<file path="config.mk">
export PLATFORM = sky130hd
export DESIGN_NAME = splitmix64_bounded_rng
export DESIGN_NICKNAME = d
export VERILOG_FILES = /design/src/hdl/sm64b_pkg.sv /design/src/hdl/sm64b_div.sv /design/src/hdl/sm64b_dp.sv /design/src/hdl/sm64b_ctrl.sv /design/src/hdl/splitmix64_bounded_rng.sv
export SDC_FILE = /design/constraint.sdc
export NUM_CORES = 2
export LEC_CHECK = 0
export BUFFER_PORTS_ARGS = -buffer_cell sky130_fd_sc_hd__buf_2
export CAP_MARGIN = 15
export CORE_MARGIN = 4
export CORE_UTILIZATION = 30
export CTS_BUF_LIST = sky130_fd_sc_hd__clkbuf_8
export DETAILED_ROUTE_END_ITERATION = 8
export HOLD_SLACK_MARGIN = 0.06
export SYNTH_ARGS = -nofsm -noshare
export SYNTH_HDL_FRONTEND = slang
export SYNTH_SLANG_ARGS = --single-unit
</file>
<file path="constraint.sdc">
create_clock -name clk -period 13.65 [get_ports clk]
set_input_delay 0 -clock clk [delete_from_list [all_inputs] [get_ports clk]]
set_output_delay 0 -clock clk [all_outputs]
set_load 0.01 [all_outputs]
</file>
<file path="src/hdl/sm64b_pkg.sv">
// sm64b_pkg: constants, mode codes, fsm states and controller/datapath structs
// for the splitmix64 bounded generator; no dependencies
`default_nettype none
package sm64b_pkg;

  localparam logic [63:0] GOLDEN_STEP = 64'h9e3779b97f4a7c15;
  localparam logic [63:0] MIX_MUL_A   = 64'hbf58476d1ce4e5b9;
  localparam logic [63:0] MIX_MUL_B   = 64'h94d049bb133111eb;

  localparam int unsigned SHIFT_PRE  = 30;
  localparam int unsigned SHIFT_MID  = 27;
  localparam int unsigned SHIFT_POST = 31;
  localparam int unsigned FRAC_SHIFT = 11;

  localparam int unsigned WORD_W    = 64;
  localparam int unsigned BOUND_W   = 63;
  localparam int unsigned DIV_STEPS = WORD_W;
  localparam int unsigned DIV_CNT_W = $clog2(DIV_STEPS);

  typedef enum logic [1:0] {
    MODE_RAW     = 2'd0,
    MODE_FRAC    = 2'd1,
    MODE_BOUNDED = 2'd2
  } mode_t;

  typedef enum logic [3:0] {
    ST_IDLE,
    ST_DECODE,
    ST_THRESH,
    ST_ADVANCE,
    ST_MIX_A,
    ST_MIX_B,
    ST_CHECK,
    ST_MODULO,
    ST_OUTPUT
  } ctrl_state_t;

  typedef struct packed {
    logic       take_in;
    logic       adv;
    logic       mul_en;
    logic       mul_sel;
    logic [1:0] mul_step;
    logic       div_start;
    logic       div_src;
    logic       cap_thr;
    logic       load_out;
  } dp_cmd_t;

  typedef struct packed {
    logic [1:0] mode;
    logic       bound_zero;
    logic       div_done;
    logic       reject;
  } dp_stat_t;

endpackage
`default_nettype wire

</file>
<file path="src/hdl/sm64b_div.sv">
// sm64b_div: restoring remainder unit, one quotient bit per cycle
// uses sm64b_pkg for widths and step count
`default_nettype none
module sm64b_div import sm64b_pkg::*; (
  input  wire logic                 clk,
  input  wire logic                 rst_n,
  input  wire logic                 start,
  input  wire logic [WORD_W-1:0]    dividend,
  input  wire logic [BOUND_W-1:0]   divisor,
  output logic                      done,
  output logic [BOUND_W-1:0]        rem
);

  logic                 busy_r, busy_nxt;
  logic                 done_r, done_nxt;
  logic [DIV_CNT_W-1:0] cnt_r, cnt_nxt;
  logic [WORD_W-1:0]    quo_r, quo_nxt;
  logic [BOUND_W-1:0]   rem_r, rem_nxt;
  logic [WORD_W-1:0]    trial;
  logic [WORD_W-1:0]    diff;
  logic                 ge;

  assign trial = {rem_r, quo_r[WORD_W-1]};
  assign ge    = trial >= {1'b0, divisor};
  assign diff  = trial - {1'b0, divisor};

  always_comb begin
    busy_nxt = busy_r;
    done_nxt = 1'b0;
    cnt_nxt  = cnt_r;
    quo_nxt  = quo_r;
    rem_nxt  = rem_r;
    if (start) begin
      busy_nxt = 1'b1;
      cnt_nxt  = '0;
      quo_nxt  = dividend;
      rem_nxt  = '0;
    end else if (busy_r) begin
      quo_nxt = {quo_r[WORD_W-2:0], 1'b0};
      rem_nxt = ge ? diff[BOUND_W-1:0] : trial[BOUND_W-1:0];
      cnt_nxt = cnt_r + 1'b1;
      if (cnt_r == DIV_CNT_W'(DIV_STEPS - 1)) begin
        busy_nxt = 1'b0;
        done_nxt = 1'b1;
      end
    end
  end

  always_ff @(posedge clk) begin
    if (!rst_n) begin
      busy_r <= 1'b0;
      done_r <= 1'b0;
      cnt_r  <= '0;
    end else begin
      busy_r <= busy_nxt;
      done_r <= done_nxt;
      cnt_r  <= cnt_nxt;
    end
    quo_r <= quo_nxt;
    rem_r <= rem_nxt;
  end

  assign done = done_r;
  assign rem  = rem_r;

endmodule
`default_nettype wire

</file>
<file path="src/hdl/sm64b_dp.sv">
// sm64b_dp: generator state, mixer with split 32x32 multiplier, threshold,
// remainder unit and result register; uses sm64b_pkg and sm64b_div
`default_nettype none
module sm64b_dp import sm64b_pkg::*; (
  input  wire logic               clk,
  input  wire logic               rst_n,
  input  wire logic               cfg_we,
  input  wire logic [WORD_W-1:0]  cfg_wdata,
  input  wire logic [1:0]         in_mode,
  input  wire logic [BOUND_W-1:0] in_bound,
  input  wire dp_cmd_t            cmd,
  output dp_stat_t                stat,
  output logic [WORD_W-1:0]       res_value,
  output logic                    res_status
);

  logic [WORD_W-1:0]  state_r;
  logic [WORD_W-1:0]  z_r;
  logic [WORD_W-1:0]  acc_r;
  logic [WORD_W-1:0]  prod_r;
  logic [1:0]         mode_r;
  logic [BOUND_W-1:0] bound_r;
  logic [BOUND_W-1:0] thresh_r;
  logic [WORD_W-1:0]  value_r, value_nxt;
  logic               status_r, status_nxt;

  logic [WORD_W-1:0]  adv_sum;
  logic [WORD_W-1:0]  mul_k;
  logic [31:0]        mul_a;
  logic [31:0]        mul_b;
  logic [WORD_W-1:0]  mul_p;
  logic [WORD_W-1:0]  acc_sum;
  logic [WORD_W-1:0]  mix_next;
  logic [WORD_W-1:0]  div_dividend;
  logic               div_done;
  logic [BOUND_W-1:0] div_rem;
  logic               bound_zero;

  assign adv_sum = state_r + GOLDEN_STEP;

  // low 64 bits of z * k from three 32x32 partial products
  assign mul_k   = cmd.mul_sel ? MIX_MUL_B : MIX_MUL_A;
  assign mul_a   = (cmd.mul_step == 2'd2) ? z_r[63:32] : z_r[31:0];
  assign mul_b   = (cmd.mul_step == 2'd1) ? mul_k[63:32] : mul_k[31:0];
  assign mul_p   = WORD_W'(mul_a) * WORD_W'(mul_b);
  assign acc_sum = acc_r + {prod_r[31:0], 32'd0};
  assign mix_next = cmd.mul_sel ? (acc_sum ^ (acc_sum >> SHIFT_POST))
                                : (acc_sum ^ (acc_sum >> SHIFT_MID));

  assign bound_zero   = (bound_r == '0);
  assign div_dividend = cmd.div_src ? z_r : (WORD_W'(0) - {1'b0, bound_r});

  sm64b_div u_div (
    .clk      (clk),
    .rst_n    (rst_n),
    .start    (cmd.div_start),
    .dividend (div_dividend),
    .divisor  (bound_r),
    .done     (div_done),
    .rem      (div_rem)
  );

  always_comb begin
    value_nxt  = '0;
    status_nxt = 1'b0;
    unique case (mode_r)
      MODE_RAW:  value_nxt = z_r;
      MODE_FRAC: value_nxt = z_r >> FRAC_SHIFT;
      MODE_BOUNDED: begin
        if (bound_zero) begin
          status_nxt = 1'b1;
        end else begin
          value_nxt = {1'b0, div_rem};
        end
      end
      default: value_nxt = '0;
    endcase
  end

  always_ff @(posedge clk) begin
    if (!rst_n) begin
      state_r <= GOLDEN_STEP;
    end else if (cfg_we) begin
      state_r <= (cfg_wdata == '0) ? GOLDEN_STEP : cfg_wdata;
    end else if (cmd.adv) begin
      state_r <= adv_sum;
    end

    if (cmd.take_in) begin
      mode_r  <= in_mode;
      bound_r <= in_bound;
    end
    if (cmd.cap_thr) begin
      thresh_r <= div_rem;
    end
    if (cmd.adv) begin
      z_r <= adv_sum ^ (adv_sum >> SHIFT_PRE);
    end
    if (cmd.mul_en) begin
      prod_r <= mul_p;
      unique case (cmd.mul_step)
        2'd0: acc_r <= acc_r;
        2'd1: acc_r <= prod_r;
        2'd2: acc_r <= acc_sum;
        2'd3: z_r   <= mix_next;
      endcase
    end
    if (cmd.load_out) begin
      value_r  <= value_nxt;
      status_r <= status_nxt;
    end
  end

  assign stat.mode       = mode_r;
  assign stat.bound_zero = bound_zero;
  assign stat.div_done   = div_done;
  assign stat.reject     = z_r < {1'b0, thresh_r};

  assign res_value  = value_r;
  assign res_status = status_r;

endmodule
`default_nettype wire

</file>
<file path="src/hdl/sm64b_ctrl.sv">
// sm64b_ctrl: sequencing state machine and output valid flag
// uses sm64b_pkg for states, mode codes and command/status structs
`default_nettype none
module sm64b_ctrl import sm64b_pkg::*; (
  input  wire logic     clk,
  input  wire logic     rst_n,
  input  wire logic     in_tvalid,
  output logic          in_tready,
  output logic          out_tvalid,
  input  wire logic     out_tready,
  input  wire dp_stat_t stat,
  output dp_cmd_t       cmd
);

  ctrl_state_t state_r, state_nxt;
  logic [1:0]  cnt_r, cnt_nxt;
  logic        out_valid_r, out_valid_nxt;
  logic        slot_free;

  assign slot_free = !out_valid_r || out_tready;

  // next state
  always_comb begin
    state_nxt     = state_r;
    cnt_nxt       = cnt_r;
    out_valid_nxt = out_valid_r;
    if (out_tready) begin
      out_valid_nxt = 1'b0;
    end
    unique case (state_r)
      ST_IDLE: begin
        if (in_tvalid) begin
          state_nxt = ST_DECODE;
        end
      end
      ST_DECODE: begin
        if (stat.mode == MODE_RAW || stat.mode == MODE_FRAC) begin
          state_nxt = ST_ADVANCE;
        end else if (stat.mode == MODE_BOUNDED && !stat.bound_zero) begin
          state_nxt = ST_THRESH;
        end else begin
          state_nxt = ST_OUTPUT;
        end
      end
      ST_THRESH: begin
        if (stat.div_done) begin
          state_nxt = ST_ADVANCE;
        end
      end
      ST_ADVANCE: begin
        cnt_nxt   = '0;
        state_nxt = ST_MIX_A;
      end
      ST_MIX_A: begin
        cnt_nxt = cnt_r + 1'b1;
        if (cnt_r == 2'd3) begin
          state_nxt = ST_MIX_B;
        end
      end
      ST_MIX_B: begin
        cnt_nxt = cnt_r + 1'b1;
        if (cnt_r == 2'd3) begin
          state_nxt = ST_CHECK;
        end
      end
      ST_CHECK: begin
        if (stat.mode != MODE_BOUNDED) begin
          state_nxt = ST_OUTPUT;
        end else if (stat.reject) begin
          state_nxt = ST_ADVANCE;
        end else begin
          state_nxt = ST_MODULO;
        end
      end
      ST_MODULO: begin
        if (stat.div_done) begin
          state_nxt = ST_OUTPUT;
        end
      end
      ST_OUTPUT: begin
        if (slot_free) begin
          out_valid_nxt = 1'b1;
          state_nxt     = ST_IDLE;
        end
      end
      default: state_nxt = ST_IDLE;
    endcase
  end

  // commands
  always_comb begin
    cmd       = '0;
    in_tready = 1'b0;
    unique case (state_r)
      ST_IDLE: begin
        in_tready   = 1'b1;
        cmd.take_in = in_tvalid;
      end
      ST_DECODE: begin
        cmd.div_start = (stat.mode == MODE_BOUNDED) && !stat.bound_zero;
      end
      ST_THRESH: cmd.cap_thr = stat.div_done;
      ST_ADVANCE: cmd.adv = 1'b1;
      ST_MIX_A: begin
        cmd.mul_en   = 1'b1;
        cmd.mul_step = cnt_r;
      end
      ST_MIX_B: begin
        cmd.mul_en   = 1'b1;
        cmd.mul_sel  = 1'b1;
        cmd.mul_step = cnt_r;
      end
      ST_CHECK: begin
        cmd.div_src   = 1'b1;
        cmd.div_start = (stat.mode == MODE_BOUNDED) && !stat.reject;
      end
      ST_MODULO: cmd.div_src = 1'b1;
      ST_OUTPUT: cmd.load_out = slot_free;
      default: cmd = '0;
    endcase
  end

  always_ff @(posedge clk) begin
    if (!rst_n) begin
      state_r     <= ST_IDLE;
      cnt_r       <= '0;
      out_valid_r <= 1'b0;
    end else begin
      state_r     <= state_nxt;
      cnt_r       <= cnt_nxt;
      out_valid_r <= out_valid_nxt;
    end
  end

  assign out_tvalid = out_valid_r;

endmodule
`default_nettype wire

</file>
<file path="src/hdl/splitmix64_bounded_rng.sv">
// splitmix64_bounded_rng: top level, controller plus datapath
// uses sm64b_pkg, sm64b_ctrl, sm64b_dp (which holds sm64b_div)
//
//   channel   direction  handshake            payload
//   in_       slave      in_tvalid/in_tready  tdata bound, tuser mode
//   out_      master     out_tvalid/tready    tdata value, tuser status
//   cfg_      write      cfg_we               cfg_wdata seed
//
// one item at a time: raw and fraction modes do one state advance and two 64-bit
// multiplies, each from three 32x32 partial products; bounded mode adds two passes
// of the bit-serial remainder unit (threshold, modulo) and redoes the advance and
// multiplies for each rejected draw; zero bound and mode 3 go straight to output.
// reset loads the golden constant as state; a result waits in the output
// register while the next item runs, which stalls there until it is taken.
`default_nettype none
module splitmix64_bounded_rng import sm64b_pkg::*; (
  input  wire logic               clk,
  input  wire logic               rst_n,
  input  wire logic               cfg_we,
  input  wire logic [WORD_W-1:0]  cfg_wdata,
  input  wire logic               in_tvalid,
  output logic                    in_tready,
  input  wire logic [WORD_W-1:0]  in_tdata,   // [62:0] bound, [63] unused
  input  wire logic [1:0]         in_tuser,   // [1:0] mode
  output logic                    out_tvalid,
  input  wire logic               out_tready,
  output logic [WORD_W-1:0]       out_tdata,  // [63:0] value
  output logic [0:0]              out_tuser   // [0] status
);

  dp_cmd_t  cmd;
  dp_stat_t stat;
  logic     res_status;

  sm64b_ctrl u_ctrl (
    .clk        (clk),
    .rst_n      (rst_n),
    .in_tvalid  (in_tvalid),
    .in_tready  (in_tready),
    .out_tvalid (out_tvalid),
    .out_tready (out_tready),
    .stat       (stat),
    .cmd        (cmd)
  );

  sm64b_dp u_dp (
    .clk        (clk),
    .rst_n      (rst_n),
    .cfg_we     (cfg_we),
    .cfg_wdata  (cfg_wdata),
    .in_mode    (in_tuser),
    .in_bound   (in_tdata[BOUND_W-1:0]),
    .cmd        (cmd),
    .stat       (stat),
    .res_value  (out_tdata),
    .res_status (res_status)
  );

  assign out_tuser = res_status;

`ifndef SYNTH
  // error status always carries a zero value
  a_status_zero: assert property (@(posedge clk) disable iff (!rst_n)
    out_tvalid && out_tuser[0] |-> out_tdata == '0)
    else $error("error status with nonzero value");

  // after a transfer in, the block is busy
  a_busy_after_accept: assert property (@(posedge clk) disable iff (!rst_n)
    in_tvalid && in_tready |=> !in_tready)
    else $error("input accepted twice in a row");

  // remainder unit done is a single-cycle pulse
  a_div_done_pulse: assert property (@(posedge clk) disable iff (!rst_n)
    stat.div_done |=> !stat.div_done)
    else $error("divider done held");

  // a result is loaded only into a free output slot
  a_load_free: assert property (@(posedge clk) disable iff (!rst_n)
    cmd.load_out |-> !out_tvalid || out_tready)
    else $error("result overwritten");
`endif

endmodule
`default_nettype wire
</file>
Yosys cells after proc, flatten, opt, wreduce, memory -nomap -nowiden --
Index checks and enable logic that the tools add are counted.
Storage, ports and cells: memories 0, logic and storage cells 121, bits in latches 0, bits in writable memories 0, bits in read-only memories 0, flip-flop bits (word level) 591
Operators by class: shift operators 0, $lt $le $gt $ge 2, $mul 1, reduce and logical (&&, ||, !) cells 21, bitwise gates (word level) 5, eq/ne operators 22, muxes and demuxes 47, add/sub/neg operators 6, divide/modulo/power cells 0
Operators with widths (count):
- $mux 64 | 10
- $pmux 64 s3 | 1
- $pmux 64 s2 | 1
- $mux 63 | 2
- $add 64x64->64 | 1
- $add 64x64->64 const B | 1
- $ge 64x63->1 | 1
- $logic_not 64->1 | 1
- $lt 64x63->1 | 1
- $mul 32x32->64 | 1
- $mux 32 | 2
- $sub 1x63->64 const A | 1
- $xor 64x33->64 | 1
- $xor 64x34->64 | 1
- $xor 64x37->64 | 1
- $logic_not 63->1 | 1
- $sub 63x63->63 | 1
- $mux 62 | 1
- $mux 4 | 9
- $pmux 4 s9 | 1
- $eq 4x3->1 const B | 4
- $mux 1 | 16
- $ne 2x1->1 const B | 5
- $eq 2x2->1 const B | 4
- other kinds (23) | 36

Logic depth before layout (Yosys ltp) --
depth after elaboration 6, gate-level depth with buffers 40, mapped depth without buffers 35

Modules after synthesis --
From an unflattened synthesis, not the netlist that was laid out.
Unflattened totals: cell total of the unflattened synthesis 6957, area total of the unflattened synthesis 65396.5 µm²
By module, submodules not included:
- sm64b_dp | sequential area each 12201.7 µm², cells an instance 5714, area each 54683.7 µm², instances 1
- sm64b_div | sequential area each 3343.2 µm², cells an instance 1170, area each 10083.4 µm², instances 1
- sm64b_ctrl | sequential area each 140.1 µm², cells an instance 73, area each 629.4 µm², instances 1

Worst setup path after synthesis --
No wires, ideal clock.
path type register to register, start point reg u_ctrl.state_r[2], end point reg u_dp.prod_r[59], data pin, stages on the path, launching flop included 36, arrival time 10.862 ns, buffers on the path 5, period minus slack after synthesis 11.125 ns, required time 13.387 ns, path slack 2.525 ns, path through dfxtp_1 clkbuf_1 nor2b_1 nand2b_1 clkinv_1 nand2_1 ha_1 inv_2 clkbuf_1 ha_1 clkbuf_1 clkbuf_1 and2_1 inv_1 fa_1 inv_1 fa_1 fa_1 inv_1 fa_1 inv_1 fa_1 fa_1 fa_1 fa_1 ha_1 clkbuf_1 nand2_1 nor4_1 a22oi_1 o31ai_1 a211oi_1 o31ai_1 a21oi_1 o31a_1 xnor2_1
On the way: cells in the longest elaborated chain, start to end 6, elaborated cells between the ends (all ways) 11
RTL lines:
- start: declaration | RTL line sm64b_ctrl.sv:15 | ctrl_state_t state_r, state_nxt;
- start signal: assignment | RTL line sm64b_ctrl.sv:129 | state_r <= state_nxt;
- $eq 4x3->1 | RTL line sm64b_ctrl.sv:94 | unique case (state_r)
- $reduce_or 2->1 (no source line)
- $mux 2 | RTL line sm64b_ctrl.sv:94
- $eq 2x2->1 or $eq 2x1->1 (tied branches) | RTL line sm64b_dp.sv:43, sm64b_dp.sv:44
- $mux 32, on equally long branches | RTL line sm64b_dp.sv:43, sm64b_dp.sv:44
- $mul 32x32->64 * | RTL line sm64b_dp.sv:45 | assign mul_p = WORD_W'(mul_a) * WORD_W'(mul_b);
- net u_dp.mul_p[59] | RTL line sm64b_dp.sv:31 | logic [WORD_W-1:0] mul_p;
- end signal: assignment | RTL line sm64b_dp.sv:100 | prod_r <= mul_p;
- end: declaration | RTL line sm64b_dp.sv:20 | logic [WORD_W-1:0] prod_r;
The timed path passes the listed nets; every way through them passes the cells marked *. A chain may end at the register's enable or synchronous reset.

Worst setup path in the final report --
start point reg u_ctrl.state_r[2], end point reg u_dp.prod_r[62], data pin
Same word-level chain as after synthesis.

==> qor.csv <==
stage,metric,value,unit
run_status,status,finished clean,
global_routing,largest net degree at the start of global routing,101,
timing,post-layout minimum cycle time,11.95,ns
yosys,syn avg cell area,9.269,um2
timing,final slew viol count,0,
route,Iter 0 DRT Violations,4807,
route,DR top layer,met5,
timing,Worst slew margin,22.98,%
layout,register area,15690,um2
clocking,CTS tree,built,
critical_path,WS Path Type,flip-flop to flip-flop,
timing,RSZ-0062 raised after global routing,false,
timing,Fin Setup TNS,0,ns
global_routing,first-pass GRT wire length,347.8,mm
floorplanning,die width,474.5,um
layout,post-route cell area,74390,um2
global_routing,global route overflow,0,
yosys,Yosys Warn Count,0,
yosys,Synth Net Count,8501,
layout,multi-input logic area,43970,um2
timing,Final setup viols,0,
route,DRC,0,
critical_path,Crit path required time,14.17,ns
critical_path,CP startpoint kind,flip-flop,
route,DRT Pass-1 Iters,7,
yosys,"count leader, synth",inv_1,
floorplanning,Cell Rows,170,
timing,crit share post-route,87.52,%
floorplanning,Die H,474.5,um
yosys,sequential share of the synthesized area,24.03,%
layout,nets,8895,
yosys,Netlist cell types,85,
yosys,asr flop ratio synth,0,%
clocking,Worst-Skew Late Latency,0.79,ns
flow_run,Max Cap Viol,0,
clocking,htree depth,3,
route,vias,52820,
global_routing,Overall Global Routing Usage,20.47,%
critical_path,crit path DAT,12.47,ns
route,Avg Vias per Cell,5.099,
layout,share of cells above drive strength 1,7.290,%
timing,Least-Margin Pin Slew,1.155,ns
floorplanning,Initial Utilization,30.30,%
critical_path,Most common cell on crit path,fa_1,
floorplanning,Core Area,215500,um2
critical_path,CP Capture Type,flip-flop,
route,WL met2,107.4,mm
critical_path,reg2reg start,u_ctrl.state_r[2]$_SDFFE_PN0P_,
yosys,Synth top cells by count,"inv_1, fa_1, nand2_1",
placement,placed inst area,69330,um2
timing,Max Fclk,83.71,MHz
timing,clock skew,0.05310,ns
clocking,Setup Buffers After CTS,0,
clocking,Worst-path clk slew,0.07,ns
route,wire per inst,22.68,um
route,Routed WL,234.9,mm
clocking,clk sinks,591,
clocking,Post-CTS Hold Buffers,308,
yosys,post-synthesis cell count,7043,
global_routing,vias in the first global route,53960,
floorplanning,Die Area,225100,um2
global_routing,antenna violations before repair,4,
layout,Area Overhead vs Synth,13.95,%
critical_path,Critical Path Max Stage Delay,0.65,ns
clocking,clk buf depth,3,
yosys,top_reg_cell synth,edfxtp_1,
critical_path,crit path from,u_ctrl.state_r[2]$_SDFFE_PN0P_,
yosys,Post-Syn Area,65280,um2
clocking,root buffer cell,clkbuf_8,
clocking,post_cts resized,0,
min_path,HP Start,cfg_wdata[42],
placement,placed wire-length estimate,187.3,mm
yosys,"top cells by area, synth","fa_1, edfxtp_1, ha_1",
layout,# fillers,21870,
clocking,Inserted Clock Buffers,95,
critical_path,Critical Path Fanout Max,65,
min_path,Worst Hold Class,input pin to flip-flop,
yosys,"EDFF count, synth",385,
route,met1 WL,98.74,mm
yosys,"area leader, netlist",fa_1,
critical_path,CP max-delay cell,buf_4,
route,post-route antenna net violation count,0,
timing,Final Hold Fails,0,
yosys,Synth Register Bits,591,
yosys,post-synth top area share,24.63,%
placement,port buffer count,200,
placement,routability cong.,0.9678,
floorplanning,IO Count,202,
route,wire length on met3,17.26,mm
[per-stage QoR]
stage / worst slack, ns / util (%) / cells / hold slack [ns]
after floorplan: 2.525 / - / 7043 / 0.09887
after global placement: 1.922 / 32.17 / 9869 / 0.1797
after detailed placement: 1.833 / 32.18 / 9870 / 0.1782
after CTS: 1.797 / 34.52 / 10360 / 0.06041
after global routing: 1.100 / 34.52 / 10360 / 0.1341
final: 1.704 / 34.52 / 10360 / 0.1471
[layout make-up]
class	count	area share, %
Tap cell	2838	4.774
Sequential cell	591	21.09
Multi-Input combinational cell	4958	59.11
Clock inverter	64	0.5500
Clock buffer	113	2.091
Timing Repair Buffer	589	6.304
Antenna cell	4	0.01346
Inverter	1202	6.067
[path summary, 6_finish.rpt]
kind                                                      end  slack (ns)  depth (start not counted)
worst max-delay path                u_dp.prod_r[62]$_DFFE_PN_        1.70                         36
worst min-delay path            u_dp.state_r[42]$_SDFFE_PN0P_        0.15                          4
worst max register to register      u_dp.prod_r[62]$_DFFE_PN_        1.70                         36
worst min register to register       u_dp.acc_r[56]$_DFFE_PP_        0.52                          2
[cell families (layout without fill, tap and decap cells)]
family                     count (synthesis)  in the layout  share of synthesized area (%)
and+or+nand+nor                         1896           1896                          13.64
buffers and inverters                   1494           1968                          8.775
adders and majority gates               1323           1323                          34.59
AOI/OAI and AO/OA                       1247           1247                          12.13
DFF                                      591            591                          24.03
xor gates and xnor gates                 406            406                          5.489
muxes                                     86             86                          1.347
other                                      0              4                              0
[sequential cells by signal, indices dropped and copies added, names as in the netlist]
register,cells
u_dp.u_div.quo_r,64
u_ctrl.cnt_r,2
u_dp.u_div.cnt_r,6
u_dp.mode_r,2
u_dp.u_div.busy_r,1
u_dp.thresh_r,63
u_ctrl.state_r,4
u_dp.prod_r,64
u_ctrl.out_tvalid,1
u_dp.z_r,64
u_dp.u_div.rem,63
u_dp.bound_r,63
u_dp.state_r,64
u_dp.res_status,1
u_dp.res_value,64
u_dp.acc_r,64
u_dp.u_div.done,1
[cell usage in the layout, fill, tap and decap left out, drive strengths merged, types with 14 or more instances in the layout]
master / instances
inv: 1232
fa: 803
nand2: 612
nor2: 547
ha: 520
edfxtp: 385
o21ai: 347
a21oi: 313
dlygate4sd3: 308
buf: 281
xnor2: 255
dfxtp: 206
xor2: 149
nor2b: 120
and2: 119
clkbuf: 113
a21o: 112
a31oi: 104
a211oi: 98
nor3: 90
nand2b: 89
mux2i: 71
nand3: 67
nand4: 61
or3: 46
o21bai: 43
o211ai: 39
nor4: 38
and3: 35
or2: 33
clkinv: 27
o21a: 22
o22ai: 22
o31ai: 17
mux2: 15
a21boi: 14
a221oi: 14
[critical path: cells and delay by family (launching register included)]
| family | cells | cell delay [ns] |
|---|---|---|
| fa+ha+maj | 11 | 4.95 |
| buf+inv | 11 | 2.59 |
| compound gates | 6 | 1.79 |
| simple gates | 7 | 1.68 |
| flops | 1 | 0.51 |
| xor+xnor | 1 | 0.10 |
[layer usage]
metal	GRT usage, %	vias up
met3	2.830	430
met2	33.50	2198
met4	8.721	4
met1	27.07	26260
li1	-	23930
met5	0.4543	-
Power is left out: the tool's default activity adds up to more than one toggle a clock period on the data nets, which glitch-free logic cannot reach.
